`src/i8dpr_pkg.sv`:
```
`default_nettype none
package i8dpr_pkg;

  // Lane count of the datapath and the default number of lanes in use.
  localparam int unsigned LANES_MAX = 4;
  localparam int unsigned LANES_DEF = 4;

  // Queue between the front and the back.
  localparam int unsigned QUEUE_DEPTH = 2;

  // Field widths.
  localparam int unsigned CMD_W   = 2;
  localparam int unsigned LANE_W  = 8;
  localparam int unsigned OPND_W  = 32;
  localparam int unsigned SHIFT_W = 7;
  localparam int unsigned ACC_W   = 32;
  localparam int unsigned PROD_W  = 64;
  localparam int unsigned RES_W   = 8;

  // Packed stream widths.
  localparam int unsigned IN_DATA_W  = 104;
  localparam int unsigned OUT_DATA_W = 8;

  // Command codes as they arrive on the input tuser.
  localparam logic [CMD_W-1:0] CMD_LOAD   = 2'd0;
  localparam logic [CMD_W-1:0] CMD_MAC    = 2'd1;
  localparam logic [CMD_W-1:0] CMD_FINISH = 2'd2;

  // Saturation bounds of the result.
  localparam logic [RES_W-1:0] SAT_POS = 8'd127;
  localparam logic [RES_W-1:0] SAT_NEG = 8'h81;
  localparam logic [PROD_W-1:0] SAT_MAG = 64'd127;

  // Operation handed from the front to the back.
  typedef enum logic [1:0] {
    OP_LOAD,
    OP_MAC,
    OP_FINISH
  } op_t;

  typedef struct packed {
    op_t                             op;
    logic [LANES_MAX-1:0][LANE_W-1:0] act;
    logic [LANES_MAX-1:0][LANE_W-1:0] weight;
    logic [OPND_W-1:0]               operand;
    logic [SHIFT_W-1:0]              shift;
  } item_t;

  // Queue status seen by the front.
  typedef struct packed {
    logic full;
    logic empty;
  } queue_stat_t;

endpackage
`default_nettype wire

```
`src/i8dpr_back.sv`:
```
`default_nettype none
module i8dpr_back (
  input  wire logic                              clk,
  input  wire logic                              rst_n,
  input  wire i8dpr_pkg::item_t                  head_item,
  input  wire i8dpr_pkg::queue_stat_t            stat,
  output logic                                   pop,
  output logic                                   out_tvalid,
  input  wire logic                              out_tready,
  output logic [i8dpr_pkg::OUT_DATA_W-1:0]       out_tdata,
  output logic [0:0]                             out_tuser
);

  localparam int unsigned PW = i8dpr_pkg::PROD_W;

  logic                          advance;
  logic [i8dpr_pkg::ACC_W-1:0]   acc_r, acc_nxt;
  logic [i8dpr_pkg::ACC_W-1:0]   lane_sum;
  logic signed [15:0]            lane_prod [i8dpr_pkg::LANES_MAX];
  logic signed [31:0]            mul_a, mul_b;
  logic signed [PW-1:0]          prod;

  // Stage 1: exact product.
  logic                          s1_valid_r;
  logic [PW-1:0]                 s1_prod_r;
  logic [i8dpr_pkg::SHIFT_W-1:0] s1_shift_r;

  // Stage 2: rounded magnitude or left-shifted value.
  logic                          s2_valid_r;
  logic [PW-1:0]                 s2_val_r, s2_val_nxt;
  logic                          s2_right_r, s2_right_nxt;
  logic                          s2_neg_r;
  logic [5:0]                    s2_shift_r;
  logic [i8dpr_pkg::SHIFT_W-1:0] left_amt;
  logic [PW-1:0]                 s1_mag;

  // Stage 3: saturation into the output register.
  logic                          out_valid_r;
  logic [i8dpr_pkg::RES_W-1:0]   res_r, res_nxt;
  logic                          clip_r, clip_nxt;
  logic [PW-1:0]                 mag3;
  logic                          neg3;

  // The whole back pipeline holds while a result waits at the output.
  assign advance = !out_valid_r || out_tready;
  assign pop     = advance && !stat.empty;

  // Four int8 lane products summed into the wrapping accumulator.
  always_comb begin
    lane_sum = '0;
    for (int i = 0; i < i8dpr_pkg::LANES_MAX; i++) begin
      lane_prod[i] = $signed(head_item.act[i]) * $signed(head_item.weight[i]);
      lane_sum     = lane_sum + {{16{lane_prod[i][15]}}, lane_prod[i]};
    end
  end

  always_comb begin
    acc_nxt = acc_r;
    if (pop) begin
      case (head_item.op)
        i8dpr_pkg::OP_LOAD: acc_nxt = head_item.operand;
        i8dpr_pkg::OP_MAC:  acc_nxt = acc_r + lane_sum;
        default:            acc_nxt = acc_r;
      endcase
    end
  end

  // Signed 32 by 32 multiply of the accumulator by the multiplier.
  assign mul_a = $signed(acc_r);
  assign mul_b = $signed(head_item.operand);
  assign prod  = mul_a * mul_b;

  // Positive shifts round the magnitude; other shifts move left, zero at 64.
  always_comb begin
    s2_right_nxt = (s1_shift_r != '0) && !s1_shift_r[6];
    left_amt     = ~s1_shift_r + 1'b1;
    s1_mag       = s1_prod_r[PW-1] ? (~s1_prod_r + 1'b1) : s1_prod_r;
    if (s2_right_nxt) begin
      s2_val_nxt = s1_mag + (64'd1 << (s1_shift_r[5:0] - 6'd1));
    end else if (left_amt[6]) begin
      s2_val_nxt = '0;
    end else begin
      s2_val_nxt = s1_prod_r << left_amt[5:0];
    end
  end

  // Finish the shift, take the sign and clamp to -127..127.
  always_comb begin
    if (s2_right_r) begin
      neg3 = s2_neg_r;
      mag3 = s2_val_r >> s2_shift_r;
    end else begin
      neg3 = s2_val_r[PW-1];
      mag3 = neg3 ? (~s2_val_r + 1'b1) : s2_val_r;
    end
    clip_nxt = (mag3 > i8dpr_pkg::SAT_MAG);
    if (clip_nxt) begin
      res_nxt = neg3 ? i8dpr_pkg::SAT_NEG : i8dpr_pkg::SAT_POS;
    end else begin
      res_nxt = neg3 ? (~mag3[7:0] + 1'b1) : mag3[7:0];
    end
  end

  // Control state.
  always_ff @(posedge clk) begin
    if (!rst_n) begin
      acc_r       <= '0;
      s1_valid_r  <= 1'b0;
      s2_valid_r  <= 1'b0;
      out_valid_r <= 1'b0;
    end else begin
      acc_r <= acc_nxt;
      if (advance) begin
        s1_valid_r  <= pop && (head_item.op == i8dpr_pkg::OP_FINISH);
        s2_valid_r  <= s1_valid_r;
        out_valid_r <= s2_valid_r;
      end
    end
  end

  // Pipeline payload.
  always_ff @(posedge clk) begin
    if (advance) begin
      s1_prod_r  <= prod;
      s1_shift_r <= head_item.shift;
      s2_val_r   <= s2_val_nxt;
      s2_right_r <= s2_right_nxt;
      s2_neg_r   <= s1_prod_r[PW-1];
      s2_shift_r <= s1_shift_r[5:0];
      res_r      <= res_nxt;
      clip_r     <= clip_nxt;
    end
  end

  assign out_tvalid = out_valid_r;
  assign out_tdata  = res_r;
  assign out_tuser  = clip_r;

endmodule
`default_nettype wire

```
`config.mk`:
```
export PLATFORM = sky130hd
export DESIGN_NAME = i8dpr_back
export DESIGN_NICKNAME = d
export VERILOG_FILES = /design/src/i8dpr_pkg.sv /design/src/i8dpr_back.sv
export SDC_FILE = /design/constraint.sdc
export NUM_CORES = 2
export LEC_CHECK = 0
export BUFFER_PORTS_ARGS = -buffer_cell sky130_fd_sc_hd__buf_2
export CORE_MARGIN = 5
export CORE_UTILIZATION = 45
export DETAILED_ROUTE_END_ITERATION = 6
export GPL_TIMING_DRIVEN = 0
export PLACE_DENSITY = 0.65
export SYNTH_ARGS = -nofsm -noshare
export SYNTH_HDL_FRONTEND = slang
export SYNTH_SLANG_ARGS = --single-unit
export TNS_END_PERCENT = 10
```
`constraint.sdc`:
```
create_clock -name clk -period 11.8 [get_ports clk]
set_clock_uncertainty 0.1 [all_clocks]
set_input_delay 1.77 -clock clk [delete_from_list [all_inputs] [get_ports clk]]
set_output_delay 1.77 -clock clk [all_outputs]
set_load 0.01 [all_outputs]
```
==> reports/qor.txt <==
Critical Path Fanout Max -> 10
Via density -> 5.761
Synth cell types -> 100
Core Area -> 0.1537 mm^2
Max-Cap Viols -> 0
Area growth, synth to finish -> 5.589%
Synth Area in Simple Gates -> 0.1607
Area contributors post-synth -> fa_1 41%, inv_1 8.4%, ha_1 7.0%
CTS Buf Count -> 17
Crit. path cell count -> 31
largest family of logic cells by synthesized area -> adder cells
Adder-Cell Fraction of Synth Area -> 0.4766
dpl hpwl -> 222300 um
DR pass1 iterations -> 7
ys async rst share -> 0
Worst-path clk slew -> 0.10 ns
slew margin rel. -> 0.01468
Placement Rows -> 144
die width -> 402.7 um
vias in the first global route -> 59.46k
synthesized instance count -> 7811
average size of a mapped cell -> 8.882 um^2
Worst Path Required -> 12.00 ns
Root Driver -> clkbuf_16
Chip Height -> 402.7 um
CTS Sinks -> 187
Post-synth top flop -> edfxtp_1
clk_lat worst skew -> 0.52 ns
compound-gate portion of the synthesized area -> 0.09324
Placed Instance Area -> 0.07256 mm^2
Remaining Overflow, GRT -> 0
CP delay by family, top -> adder cells
Setup TNS -> 0 ns
first-pass GRT wire length -> 386800 um
H-Tree Depth -> 4
nature of the critical path endpoint -> flop
Final Critical Period -> 11.67 ns
RSZ-0062 raised after global routing -> false
fin nets -> 9854
Max Freq -> 85.71 MHz
mux share of post-synthesis cell area -> 0.05288
most numerous cell on the critical path -> fa_1
Synth top area share -> 0.4069
Tcrit/Tclk final -> 0.9887
antenna violations before repair -> 18
worst-margin pin slew -> 1.478 ns
Post-Synthesis Net Count -> 9718
most frequent cells after synthesis -> 1556 x inv_1, 1410 x fa_1, 1155 x nand2_1
final setup vio count -> 0
Synthesis Warnings -> 0
Post-synth EDFFs -> 152
antenna-violating nets left -> 0
DRT iter0 DRCs -> 5294
DRC violations left -> 0
die area -> 0.1621 mm^2
Mapped Area -> 0.06938 mm^2
XOR/XNOR Fraction of Synth Area -> 0.03206
critical path's slowest cell -> fa_1
Total GRT Usage -> 0.3205
hold path cells -> 1
cell with the most instances after synthesis -> inv_1
CTS tree -> built
CP Class -> in2reg
register area share after synthesis -> 0.07589
Buf+Inv Stages, Crit Path -> 9
Slew Viols, Final -> 0
HP Class -> reg2reg
Post-Layout Inst Area -> 0.07326 mm^2
layout cells sized above 1 -> 0.04384
Port-buffer cells -> 116
Hold Violations, Final -> 0
Clock Path Buffers -> 2
status -> finished, final reports clean
via count -> 57.73k
Yosys top cell by area -> fa_1
Worst R2R Path Depth -> 32
WP data arrival -> 11.87 ns
hold_buf cts -> 0
Ports -> 121
critical path launch point type -> input pin
wire per inst -> 26.07 um
Largest stage delay, worst path -> 0.92 ns
RePlAce Congestion -> 1.010
Initial Util -> 0.4514
final wirelength -> 261300 um
Yosys reg bits -> 187
largest net degree at the start of global routing -> 100
[sequential cells by signal, indices dropped and copies added (netlist names)]
name / count
out_tdata: 8
s2_shift_r: 6
s1_shift_r: 7
acc_r: 32
out_tuser: 1
s2_val_r: 64
s2_valid_r: 1
s2_neg_r: 1
s1_valid_r: 1
s1_prod_r: 64
s2_right_r: 1
out_tvalid: 1
[cells in the final DEF, fill, tap and decap left out, drive strengths merged, types with 20 or more instances in the layout]
master and n:
a21boi 20, buf 165, nand2 1156, nor4 46, xor2 67, a211oi 49
xnor2 187, o22ai 37, o221ai 27, and2 418, and3 51, nor2b 53
edfxtp 152, inv 1568, mux2 26, fa 1410, mux4 98, mux2i 116
clkbuf 384, ha 387, nand4 42, dfxtp 35, o31ai 33, a21oi 262
o21ai 219, o211ai 28, o21bai 20, o21a 24, a31oi 49, nand2b 78
nand3 77, nor3 80, nor2 273, a21o 112
[what timing repair did]
| item | CTS | global route |
|---|---|---|
| setup buffers | 0 | 0 |
| endpoints found under the hold margin | 0 | 0 |
| resized for setup | 0 | 7 |
| endpoints found under the setup margin | 0 | 6 |
[layer usage]
metal / track usage / wire length [um]
met1: 0.4043 / 99760
met2: 0.5193 / 120800
met3: 0.05798 / 21790
met4: 0.1855 / 18940
met5: 0 / 44
[final cells by class]
| class | instances | area, um^2 |
|---|---|---|
| clock buffer | 17 | 425.4 |
| tap | 2044 | 2557 |
| clock inverter | 15 | 203.9 |
| sequential | 187 | 5265 |
| fill | 14880 | 80430 |
| timing repair buffer | 117 | 608.1 |
| inverter | 1559 | 5857 |
| buffer | 416 | 1682 |
| antenna | 18 | 45.04 |
| multi-input combinational | 5649 | 56610 |
[kinds of logic after synthesis]
kind of cell / after synthesis
compound gates: 1002
fa+ha+maj: 1797
flops: 187
simple gates: 2356
buf+inv: 1975
mux: 240
xor+xnor: 254
[stage by stage]
| step | hold slack (ns) | instances | util | setup slack (ns) |
|---|---|---|---|---|
| floorplan | 0.3405 | 7811 | - | 0.9722 |
| global placement | 0.3660 | 9971 | 0.4718 | -0.8303 |
| detailed placement | 0.3676 | 9972 | 0.4721 | -0.2720 |
| CTS | 0.4010 | 10000 | 0.4762 | 0.1885 |
| global route | 0.4341 | 10010 | 0.4764 | 0.01092 |
| finish | 0.4142 | 10020 | 0.4767 | 0.1334 |
[final timing paths]
| path | from | to | slack [ns] |
|---|---|---|---|
| setup / recovery | head_item[10] | s1_prod_r[60] | 0.13 |
| hold / removal | s2_valid_r | out_tvalid | 0.41 |
| setup reg to reg | acc_r[31] | s1_prod_r[60] | 0.44 |
| hold reg to reg | s2_valid_r | out_tvalid | 0.41 |
Power is not shown: default switching activity piles up to over one toggle a cycle in this logic, so the estimate is an artifact.
