**src/i8dpr_pkg.sv**
```systemverilog
`default_nettype none
package i8dpr_pkg;

  // Lane count of the datapath and the default number of lanes in use.
  localparam int unsigned LANES_MAX = 4;
  localparam int unsigned LANES_DEF = 4;

  // Queue between the front and the back.
  localparam int unsigned QUEUE_DEPTH = 2;

  // Field widths.
  localparam int unsigned CMD_W   = 2;
  localparam int unsigned LANE_W  = 8;
  localparam int unsigned OPND_W  = 32;
  localparam int unsigned SHIFT_W = 7;
  localparam int unsigned ACC_W   = 32;
  localparam int unsigned PROD_W  = 64;
  localparam int unsigned RES_W   = 8;

  // Packed stream widths.
  localparam int unsigned IN_DATA_W  = 104;
  localparam int unsigned OUT_DATA_W = 8;

  // Command codes as they arrive on the input tuser.
  localparam logic [CMD_W-1:0] CMD_LOAD   = 2'd0;
  localparam logic [CMD_W-1:0] CMD_MAC    = 2'd1;
  localparam logic [CMD_W-1:0] CMD_FINISH = 2'd2;

  // Saturation bounds of the result.
  localparam logic [RES_W-1:0] SAT_POS = 8'd127;
  localparam logic [RES_W-1:0] SAT_NEG = 8'h81;
  localparam logic [PROD_W-1:0] SAT_MAG = 64'd127;

  // Operation handed from the front to the back.
  typedef enum logic [1:0] {
    OP_LOAD,
    OP_MAC,
    OP_FINISH
  } op_t;

  typedef struct packed {
    op_t                             op;
    logic [LANES_MAX-1:0][LANE_W-1:0] act;
    logic [LANES_MAX-1:0][LANE_W-1:0] weight;
    logic [OPND_W-1:0]               operand;
    logic [SHIFT_W-1:0]              shift;
  } item_t;

  // Queue status seen by the front.
  typedef struct packed {
    logic full;
    logic empty;
  } queue_stat_t;

endpackage
`default_nettype wire

```
**src/i8dpr_queue.sv**
```systemverilog
`default_nettype none
module i8dpr_queue #(
  parameter int unsigned Depth = i8dpr_pkg::QUEUE_DEPTH
) (
  input  wire logic               clk,
  input  wire logic               rst_n,
  input  wire logic               push,
  input  wire i8dpr_pkg::item_t   push_item,
  input  wire logic               pop,
  output i8dpr_pkg::item_t        head_item,
  output i8dpr_pkg::queue_stat_t  stat
);

  localparam int unsigned PtrW = (Depth > 1) ? $clog2(Depth) : 1;
  localparam int unsigned CntW = $clog2(Depth + 1);

  i8dpr_pkg::item_t mem_r [Depth];
  logic [PtrW-1:0] wr_ptr_r, wr_ptr_nxt;
  logic [PtrW-1:0] rd_ptr_r, rd_ptr_nxt;
  logic [CntW-1:0] count_r, count_nxt;
  logic            do_push, do_pop;

  assign stat.full  = (count_r == CntW'(Depth));
  assign stat.empty = (count_r == '0);
  assign do_push    = push && !stat.full;
  assign do_pop     = pop && !stat.empty;
  assign head_item  = mem_r[rd_ptr_r];

  // Pointer and fill count update with wrap at the depth.
  always_comb begin
    wr_ptr_nxt = wr_ptr_r;
    rd_ptr_nxt = rd_ptr_r;
    count_nxt  = count_r;
    if (do_push) begin
      wr_ptr_nxt = (wr_ptr_r == PtrW'(Depth - 1)) ? '0 : wr_ptr_r + 1'b1;
    end
    if (do_pop) begin
      rd_ptr_nxt = (rd_ptr_r == PtrW'(Depth - 1)) ? '0 : rd_ptr_r + 1'b1;
    end
    if (do_push && !do_pop) begin
      count_nxt = count_r + 1'b1;
    end else if (do_pop && !do_push) begin
      count_nxt = count_r - 1'b1;
    end
  end

  always_ff @(posedge clk) begin
    if (!rst_n) begin
      wr_ptr_r <= '0;
      rd_ptr_r <= '0;
      count_r  <= '0;
    end else begin
      wr_ptr_r <= wr_ptr_nxt;
      rd_ptr_r <= rd_ptr_nxt;
      count_r  <= count_nxt;
    end
  end

  // Entry storage needs no reset.
  always_ff @(posedge clk) begin
    if (do_push) begin
      mem_r[wr_ptr_r] <= push_item;
    end
  end

endmodule
`default_nettype wire

```
**config.mk**
```make
export PLATFORM = sky130hd
export DESIGN_NAME = i8dpr_queue
export DESIGN_NICKNAME = d
export VERILOG_FILES = /design/src/i8dpr_pkg.sv /design/src/i8dpr_queue.sv
export SDC_FILE = /design/constraint.sdc
export NUM_CORES = 1
export LEC_CHECK = 0
export ABC_AREA = 1
export BUFFER_PORTS_ARGS = -buffer_cell sky130_fd_sc_hd__buf_2
export CORE_MARGIN = 2
export CORE_UTILIZATION = 35
export CTS_BUF_LIST = sky130_fd_sc_hd__clkbuf_8
export DETAILED_ROUTE_END_ITERATION = 12
export MAX_ROUTING_LAYER = met4
export PLACE_DENSITY = 0.68
export SETUP_SLACK_MARGIN = 0.15
export SLEW_MARGIN = 15
export SYNTH_ARGS = -nofsm -noshare
export SYNTH_HDL_FRONTEND = slang
export SYNTH_SLANG_ARGS = --single-unit
```
**constraint.sdc**
```tcl
create_clock -name clk -period 12.5 [get_ports clk]
set_input_delay 1.875 -clock clk [delete_from_list [all_inputs] [get_ports clk]]
set_output_delay 1.875 -clock clk [all_outputs]
set_load 0.1 [all_outputs]
```
==> impl_metrics.env, run 1 <==
export IMPL_cts_resized=0
export IMPL_min_path_cells=2
export IMPL_reg2regPathDepth=4
export IMPL_die_height_microns=156
export IMPL_drt_wl_total_microns=15400
export IMPL_insertion_delay_ns=0.50
export IMPL_routabilityCongestion=0.720
export IMPL_cts_made_buffers=36
export IMPL_post_drt_wl_per_cell_microns=16.7
export IMPL_hold_buffers=0
export IMPL_antenna_found_initial=4
export IMPL_grt_pass1_vias=4539
export IMPL_setup_viol=0
export IMPL_peakVddDrop_uv=204
export IMPL_tightest_slew_ns=0.848
export IMPL_syn_num_nets=475
export IMPL_netlist_instances=365
export IMPL_finClkSkew_ns=0.00930
export IMPL_coreArea_sq_um=22600
export IMPL_initial_core_util=0.356
export IMPL_path_class="reg -> out"
export IMPL_tns_ns=0
export IMPL_synthesis_area_sq_um=8070
export IMPL_fin_hold_ws_ns=0.506
export IMPL_track_usage=0.126
export IMPL_pin_count=216
export IMPL_row_count=55
export IMPL_cts_root_buf="clkbuf_8"
export IMPL_die_area_sq_um=24300
export IMPL_cp_arrival_ns=2.92
export IMPL_cp_max_fo=58
export IMPL_period_minus_slack_ns=4.80
export IMPL_seq_area_frac_synth=0.794
export IMPL_drt_initial_drc_count=149
export IMPL_ys_types=16
export IMPL_ant_nets=0
export IMPL_clk_pin_slew_ns=0.06
export IMPL_drive_gt1_frac=0.584
export IMPL_placed_cell_area_sq_um=9410
export IMPL_maxSlewViolCount=0
export IMPL_timing_fmax_mhz=208
export IMPL_cp_end_kind="primary output"
export IMPL_min_period_over_period=0.384
export IMPL_start_kind="register"
export IMPL_cts_buffer_depth=3
export IMPL_num_fill_cells=1931
export IMPL_grt_max_degree=59
export IMPL_final_cell_area_sq_um=10000
export IMPL_relSlewSlack=0.435
export IMPL_cp_required_ns=10.62
export IMPL_hold_viol=0
export IMPL_power_density_nw_per_um2=260
export IMPL_die_w_microns=156
export IMPL_drc=0
export IMPL_worst_hold_path_type="reg -> reg"
export IMPL_p_leak_nw=3.88
export IMPL_areaGrowthSynthToFinish_pct=24.4
export IMPL_grt_overflow_total=0
export IMPL_ys_warn_count=0
export IMPL_drv_cap=0
export IMPL_first_pass_iters=4
export IMPL_routed_via_count=4192
export IMPL_grt_pass1_wl_microns=23000
export IMPL_vias_per_cell=4.54
export IMPL_avgSynthCellArea_sq_um=22.1
export IMPL_cts_sinks=215
export IMPL_status="completed"
export IMPL_final_cells=924
export IMPL_ys_seq_elements=215
export IMPL_rsz0062_at_grt="false"
export IMPL_fin_nets=721
export IMPL_io_buffers=215
export IMPL_h_tree_depth=2
export IMPL_dp_cells=858
export IMPL_finalPower_mw=2.61
export IMPL_cts_tree="done"
export IMPL_cts_setup_buffers=0
export IMPL_dp_hpwl_microns=10300
## stage by stage
| stage | util | setup slack [ns] |
|---|---|---|
| global route | 0.443 | 7.50 |
| global placement | 0.415 | 8.21 |
| floorplan | - | 5.53 |
| CTS | 0.443 | 7.58 |
| finish | 0.443 | 7.70 |
| detailed placement | 0.415 | 8.13 |
## cell families after synthesis
logic type / after synthesis / synth area share
DFF: 215 / 0.794
AOI/OAI and AO/OA: 4 / 0.00248
adders and majority gates: 1 / 0.00155
muxes: 105 / 0.170
and+or+nand+nor: 19 / 0.00930
buffers and inverters: 21 / 0.0229
## area by class of cell
cell class	count	area, sq um	share of cell area
antenna	4	10.0	0.000998
clock buffer	37	509	0.0507
clock inverter	25	109	0.0108
inverter	9	33.8	0.00337
multi-input combinational	129	1490	0.149
sequential	215	6410	0.639
tap	285	357	0.0355
timing repair buffer	220	1110	0.111
## final timing paths
path | start | end | slack (ns)
worst max-delay path | register | head_item[67] | 7.70
worst min-delay path | rd_ptr_r$_SDFFE_PN0P_ | register | 0.51
worst max register to register | count_r[0]$_SDFFE_PN0P_ | mem_r[1][1]$_DFFE_PP_ | 9.89
worst min register to register | rd_ptr_r$_SDFFE_PN0P_ | register | 0.51
## registers in the layout, summed over array words and instances, names as in the netlist, named ones only
signal / flops
mem_r: 210
count_r: 2
rd_ptr_r: 1
wr_ptr_r: 1
## report_power, final
| group | internal [mW] | total [mW] | switching (mW) | leakage [nW] |
|---|---|---|---|---|
| Sequential | 0.913 | 0.959 | 0.0454 | 2.00 |
| Combinational | 0.216 | 1.12 | 0.909 | 1.53 |
| Clock | 0.274 | 0.530 | 0.256 | 0.349 |
## Yosys cell counts, drive strengths merged
| library cell | instances | area, sq um |
|---|---|---|
| a21oi | 1 | 5.00 |
| buf | 12 | 151 |
| dfxtp | 5 | 100 |
| edfxtp | 210 | 6310 |
| ha | 1 | 12.5 |
| inv | 9 | 33.8 |
| mux2 | 105 | 1370 |
| nand2 | 6 | 22.5 |
| nand3 | 1 | 5.00 |
| nand4 | 1 | 6.26 |
| nor2 | 11 | 41.3 |
| o21ai | 3 | 15.0 |
## placed cells by master (no fill, tap or decap), drive strengths merged
master    count
inv          20
o21ai         3
a21oi         1
mux2        105
ha            1
nand3         1
diode         4
edfxtp      210
nor2         11
clkinvlp      3
buf         220
nand4         1
nand2         6
clkinv       11
dfxtp         5
clkbuf       37
## metal layers
metal,wire (microns),global-route usage,vias up,part of all wire
met5,0,-,-,0
met4,418,0.0502,0,0.027
met3,1170,0.0464,38,0.076
met2,7870,0.218,175,0.51
met1,5950,0.130,2053,0.39
li1,-,-,1926,-
## critical path: stages (launching register included)
cell and delay, ns:
dfxtp_4 0.87, buf_4 0.76, mux2_4 0.28, buf_2 0.42
Power figures use the tool's default switching activity.
==> run 2, diff against run 1 <==
--- a/config.mk
+++ b/config.mk
@@ -5,7 +5,7 @@
 export SDC_FILE = /design/constraint.sdc
 export NUM_CORES = 1
 export LEC_CHECK = 0
-export ABC_AREA = 1
+export ABC_AREA = 0
 export BUFFER_PORTS_ARGS = -buffer_cell sky130_fd_sc_hd__buf_2
 export CORE_MARGIN = 2
 export CORE_UTILIZATION = 35
==> constraint.sdc (replaced) <==
create_clock -name clk -period 4.6 [get_ports clk]
set_input_delay 0.69 -clock clk [delete_from_list [all_inputs] [get_ports clk]]
set_output_delay 0.69 -clock clk [all_outputs]
set_load 0.1 [all_outputs]
==> run 2 against run 1 <==
Effect of this change: sequential share of layout area is essentially flat; critical path depth stayed put; utilization about the same; synthesized area about the same; die area barely moved; worst setup slack lost 6.4 ns; register-to-register slack lost 7.5 ns; via count shrank 2.8%; global-route usage rose by 0.062 points.
==> impl_metrics.env, run 2 <==
export IMPL_path_cells="buf_12, mux2_2, buf_2"
export IMPL_track_usage=0.127
export IMPL_ys_types=24
export IMPL_ys_warn_count=0
export IMPL_drt_wl_total_microns=15500
export IMPL_cts_root_buf="clkbuf_8"
export IMPL_cp_end_kind="primary output"
export IMPL_synth_async_reset_ratio=0
export IMPL_cts_buffer_depth=3
export IMPL_top_regs="mem_r x210, count_r x2"
export IMPL_tns_ns=0
export IMPL_yosys_area_top_type="edfxtp_1"
export IMPL_netlist_instances=352
export IMPL_layout_common_cells="buf_2, edfxtp_1, mux2_2"
export IMPL_insertion_delay_ns=0.50
export IMPL_largest_register_ffs=210
export IMPL_dp_cells=845
export IMPL_worst_hold_path_type="in -> reg"
export IMPL_worst_path_max_delay_cell="dfxtp_4"
export IMPL_initial_core_util=0.356
export IMPL_die_height_microns=156
export IMPL_vias_per_cell=4.48
export IMPL_ant_nets=0
export IMPL_die_w_microns=156
export IMPL_routabilityCongestion=0.706
export IMPL_drc=0
export IMPL_grt_pass1_vias=4503
export IMPL_avgSynthCellArea_sq_um=22.9
export IMPL_routed_via_count=4074
export IMPL_finClkSkew_ns=0.0120
export IMPL_areaGrowthSynthToFinish_pct=24.6
export IMPL_hold_buffers=0
export IMPL_row_count=55
export IMPL_final_common_cell="buf_2"
export IMPL_io_buffers=215
export IMPL_largest_register="mem_r"
export IMPL_synthesis_area_sq_um=8060
export IMPL_synth_area_top_cells="edfxtp_1, mux2_4, mux2_2, buf_12, dfxtp_1"
export IMPL_setup_viol=0
export IMPL_synth_commonest_cells="edfxtp_1, mux2_2, mux2_4"
export IMPL_first_pass_iters=4
export IMPL_grt_overflow_total=0
export IMPL_final_core_util=0.443
export IMPL_cts_made_buffers=35
export IMPL_h_tree_depth=2
export IMPL_status="completed"
export IMPL_tightest_slew_ns=1.11
export IMPL_fin_nets=707
export IMPL_post_drt_wl_per_cell_microns=17.0
export IMPL_rsz0062_at_grt="false"
export IMPL_syn_num_nets=462
export IMPL_final_cells=909
export IMPL_drt_initial_drc_count=213
export IMPL_period_minus_slack_ns=3.31
export IMPL_timing_fmax_mhz=302
export IMPL_cts_resized=0
export IMPL_maxSlewViolCount=0
export IMPL_cts_tree="done"
export IMPL_grt_max_degree=75
export IMPL_yosysMostFrequentCell="edfxtp_1"
export IMPL_die_area_sq_um=24300
export IMPL_antenna_found_initial=5
export IMPL_hold_viol=0
export IMPL_grt_pass1_wl_microns=23100
export IMPL_synth_top_area_frac=0.782
export IMPL_num_fill_cells=1977
export IMPL_cp_arrival_ns=2.62
export IMPL_min_period_over_period=0.720
export IMPL_drive_gt1_frac=0.596
export IMPL_seq_area_frac_synth=0.795
export IMPL_synth_edff_count=210
export IMPL_path_class="reg -> out"
export IMPL_cp_required_ns=3.91
export IMPL_relSlewSlack=0.257
export IMPL_pin_count=216
export IMPL_cts_setup_buffers=0
export IMPL_synthFlopType="edfxtp_1"
export IMPL_drv_cap=0
export IMPL_slowest_delay_ns=1.05
export IMPL_start_kind="register"
export IMPL_cts_sinks=215
export IMPL_cp_max_fo=74
export IMPL_coreArea_sq_um=22600
export IMPL_ys_seq_elements=215
export IMPL_dp_hpwl_microns=10200
export IMPL_clk_pin_slew_ns=0.06
==> run 2: cell types whose count changed after synthesis, moves of 2 or more <==
cell     delta
o21ai_0     -2
inv_1       -8
nor2_1      -9
xnor2_1     +2
and2_1      +3
nand2_1     -6
==> run 2: cell type report <==
type                       count  area (sq um)  area share
tap                          285           357      0.0355
sequential                   215          6410       0.638
antenna                        5          12.5     0.00125
inverter                       2          7.51    0.000748
clock buffer                  37           509      0.0507
timing repair buffer         220          1130       0.112
multi-input combinational    123          1510       0.150
clock inverter                22           111      0.0111
==> run 2: final timing paths <==
check,startpoint,end,slack (ns),cells after the start
max,register,head_item[82],1.29,3
min,push_item[7],mem_r[0][7]$_DFFE_PP_,0.37,1
max reg2reg,count_r[0]$_SDFFE_PN0P_,mem_r[1][32]$_DFFE_PP_,2.43,3
min reg2reg,count_r[1]$_SDFFE_PN0P_,count_r[1]$_SDFFE_PN0P_,0.56,2
==> run 2: cells by family after synthesis <==
kind of cell | share of synthesized area
DFF | 0.795
muxes | 0.170
buffers and inverters | 0.0197
and+or+nand+nor | 0.00683
AOI/OAI and AO/OA | 0.00404
xor gates and xnor gates | 0.00326
adders and majority gates | 0.00155
==> run 2: worst max-delay path, delay by kind of cell (launching register included) <==
kind | cells | cell delay [ns]
buf+inv | 2 | 0.63
flops | 1 | 1.05
mux | 1 | 0.37
==> run 2: metal layers <==
| layer | up-vias | track usage | routed length, microns |
|---|---|---|---|
| met2 | 175 | 0.206 | 7400 |
| met1 | 1961 | 0.140 | 6290 |
| met5 | - | - | 0 |
| met4 | 0 | 0.0516 | 412 |
| li1 | 1901 | - | - |
| met3 | 37 | 0.0503 | 1360 |
==> run 2: per-stage QoR <==
| step | instance area [sq um] | hold WS (ns) | setup WS [ns] |
|---|---|---|---|
| finish | 10000 | 0.373 | 1.29 |
| global placement | 9410 | 0.495 | 1.79 |
| global route | 10000 | 0.330 | 1.12 |
| floorplan | 8070 | 0.483 | 0.817 |
| CTS | 10000 | 0.335 | 1.18 |
| detailed placement | 9410 | 0.554 | 1.74 |
Power of run 2 is not shown: default switching activity piles up to over one toggle a cycle in this logic, so the estimate is an artifact.
==> run 3, diff against run 2 <==
--- a/config.mk
+++ b/config.mk
@@ -5,14 +5,14 @@
 export SDC_FILE = /design/constraint.sdc
 export NUM_CORES = 1
 export LEC_CHECK = 0
-export ABC_AREA = 0
+export ABC_AREA = 1
 export BUFFER_PORTS_ARGS = -buffer_cell sky130_fd_sc_hd__buf_2
 export CORE_MARGIN = 2
 export CORE_UTILIZATION = 35
 export CTS_BUF_LIST = sky130_fd_sc_hd__clkbuf_8
 export DETAILED_ROUTE_END_ITERATION = 12
 export MAX_ROUTING_LAYER = met4
-export PLACE_DENSITY = 0.68
+export PLACE_DENSITY = 0.7
 export SETUP_SLACK_MARGIN = 0.15
 export SLEW_MARGIN = 15
 export SYNTH_ARGS = -nofsm -noshare
==> constraint.sdc (replaced) <==
create_clock -name clk -period 2.8 [get_ports clk]
set_input_delay 0.42 -clock clk [delete_from_list [all_inputs] [get_ports clk]]
set_output_delay 0.42 -clock clk [all_outputs]
set_load 0.1 [all_outputs]
==> run 3 against run 2 <==
Effect of this change: hold slack lost 0.28 ns; sequential share of layout area shrank 0.67 points; flip-flop and latch count is the same; clock skew grew 0.0014 ns; routed wire length shrank 0.64%; clock-buffer cell count is the same; die area is essentially flat; utilization grew 0.47 points; critical path type unchanged; via count grew 1.9%; global-route usage shrank 0.11 points.
==> impl_metrics.env, run 3 (same netlist as run 1, synthesis figures left out) <==
export IMPL_status="completed"
export IMPL_worst_path_max_delay_cell="dfxtp_4"
export IMPL_peakVddDrop_uv=931
export IMPL_start_kind="register"
export IMPL_cts_sinks=215
export IMPL_min_period_over_period=0.844
export IMPL_h_tree_depth=2
export IMPL_p_switching_mw=5.45
export IMPL_insertion_delay_ns=0.52
export IMPL_ant_nets=0
export IMPL_grt_pass1_vias=4519
export IMPL_tightest_slew_ns=0.816
export IMPL_timing_fmax_mhz=423
export IMPL_cp_max_fo=54
export IMPL_grt_pass1_wl_microns=23000
export IMPL_first_pass_iters=4
export IMPL_setup_viol=0
export IMPL_drv_cap=0
export IMPL_switching_share=0.457
export IMPL_wl_met2_microns=7640
export IMPL_routabilityCongestion=0.721
export IMPL_hold_buffers=0
export IMPL_cts_buffer_depth=3
export IMPL_areaGrowthSynthToFinish_pct=25.8
export IMPL_relSlewSlack=0.450
export IMPL_clkPwrFrac=0.217
export IMPL_internal_power_mw=6.49
export IMPL_largest_register="mem_r"
export IMPL_grt_max_degree=59
export IMPL_topRoutingLayerUsed="met4"
export IMPL_track_usage=0.126
export IMPL_row_count=55
export IMPL_comb_power_share=0.432
export IMPL_p_leak_nw=3.94
export IMPL_finClkSkew_ns=0.0134
export IMPL_drive_gt1_frac=0.587
export IMPL_tns_ns=0
export IMPL_coreArea_sq_um=22600
export IMPL_cp_required_ns=2.38
export IMPL_cts_tree="done"
export IMPL_layout_common_cells="buf_2, edfxtp_1, mux2_2"
export IMPL_path_class="reg -> out"
export IMPL_power_density_nw_per_um2=1180
export IMPL_rsz0062_at_grt="false"
export IMPL_clk_pin_slew_ns=0.06
export IMPL_post_drt_wl_per_cell_microns=16.6
export IMPL_slowest_delay_ns=0.38
export IMPL_antenna_found_initial=1
export IMPL_drt_wl_total_microns=15400
export IMPL_routed_via_count=4150
export IMPL_io_buffers=215
export IMPL_grt_overflow_total=0
export IMPL_period_minus_slack_ns=2.36
export IMPL_top_regs="mem_r x210, count_r x2"
export IMPL_drt_initial_drc_count=196
export IMPL_worst_hold_path_type="in -> reg"
export IMPL_wl_met3_microns=1310
export IMPL_critPathBufInv=2
export IMPL_cp_end_kind="primary output"
export IMPL_dp_hpwl_microns=10300
export IMPL_fin_nets=722
export IMPL_wl_met1_microns=6020
export IMPL_die_area_sq_um=24300
export IMPL_cts_made_buffers=36
export IMPL_largest_register_ffs=210
export IMPL_cts_root_buf="clkbuf_8"
export IMPL_pin_count=216
export IMPL_initial_core_util=0.356
export IMPL_cp_arrival_ns=1.94
export IMPL_final_common_cell="buf_2"
export IMPL_pwr_share_seq=0.351
export IMPL_maxSlewViolCount=0
export IMPL_vias_per_cell=4.49
export IMPL_cts_setup_buffers=0
export IMPL_path_delay_family="buffers and inverters"
export IMPL_die_w_microns=156
export IMPL_cts_resized=0
export IMPL_final_core_util=0.448
export IMPL_drc=0
export IMPL_die_height_microns=156
export IMPL_hold_viol=0
export IMPL_path_cells="buf_12, mux2_2, buf_2"
run 3: worst paths after layout:
| path | from | endpoint | slack, ns | cells past startpoint |
|---|---|---|---|---|
| setup reg to reg | count_r[1]$_SDFFE_PN0P_ | count_r[1]$_SDFFE_PN0P_ | 0.79 | 9 |
| hold / removal | push_item[47] | mem_r[1][47]$_DFFE_PP_ | 0.09 | 1 |
| hold reg to reg | rd_ptr_r$_SDFFE_PN0P_ | register | 0.53 | 2 |
| setup / recovery | register | head_item[82] | 0.44 | 3 |
run 3: layer usage:
metal,vias to the layer above,track usage
li1,1931,-
met1,1993,0.139
met2,186,0.209
met3,40,0.0433
met4,0,0.0494
met5,-,-
run 3: final cells by class:
cell class	count	area (sq um)
Tap cell	285	357
Fill cell	1976	12500
Multi-Input combinational cell	129	1490
Antenna cell	1	2.50
Inverter	9	33.8
Sequential cell	215	6410
Timing Repair Buffer	221	1170
Clock buffer	37	509
Clock inverter	28	171
run 3: per-stage QoR:
step	power (mW)	hold slack, ns	std cells	area (sq um)	setup WS, ns
floorplan	8.80	0.467	365	8070	-0.985
global placement	9.38	0.485	859	9460	0.886
detailed placement	9.46	0.501	859	9460	0.773
CTS	12.1	0.0455	924	10100	0.373
global route	12.4	0.0508	925	10100	0.334
finish	11.9	0.0909	925	10100	0.436
run 3: power groups by stage:
stage	clock [mW]	combinational, mW	sequential [mW]
floorplan	0	4.55	4.25
global placement	0	5.15	4.23
detailed placement	0	5.19	4.26
CTS	2.70	5.20	4.20
global route	2.84	5.32	4.22
finish	2.59	5.16	4.19
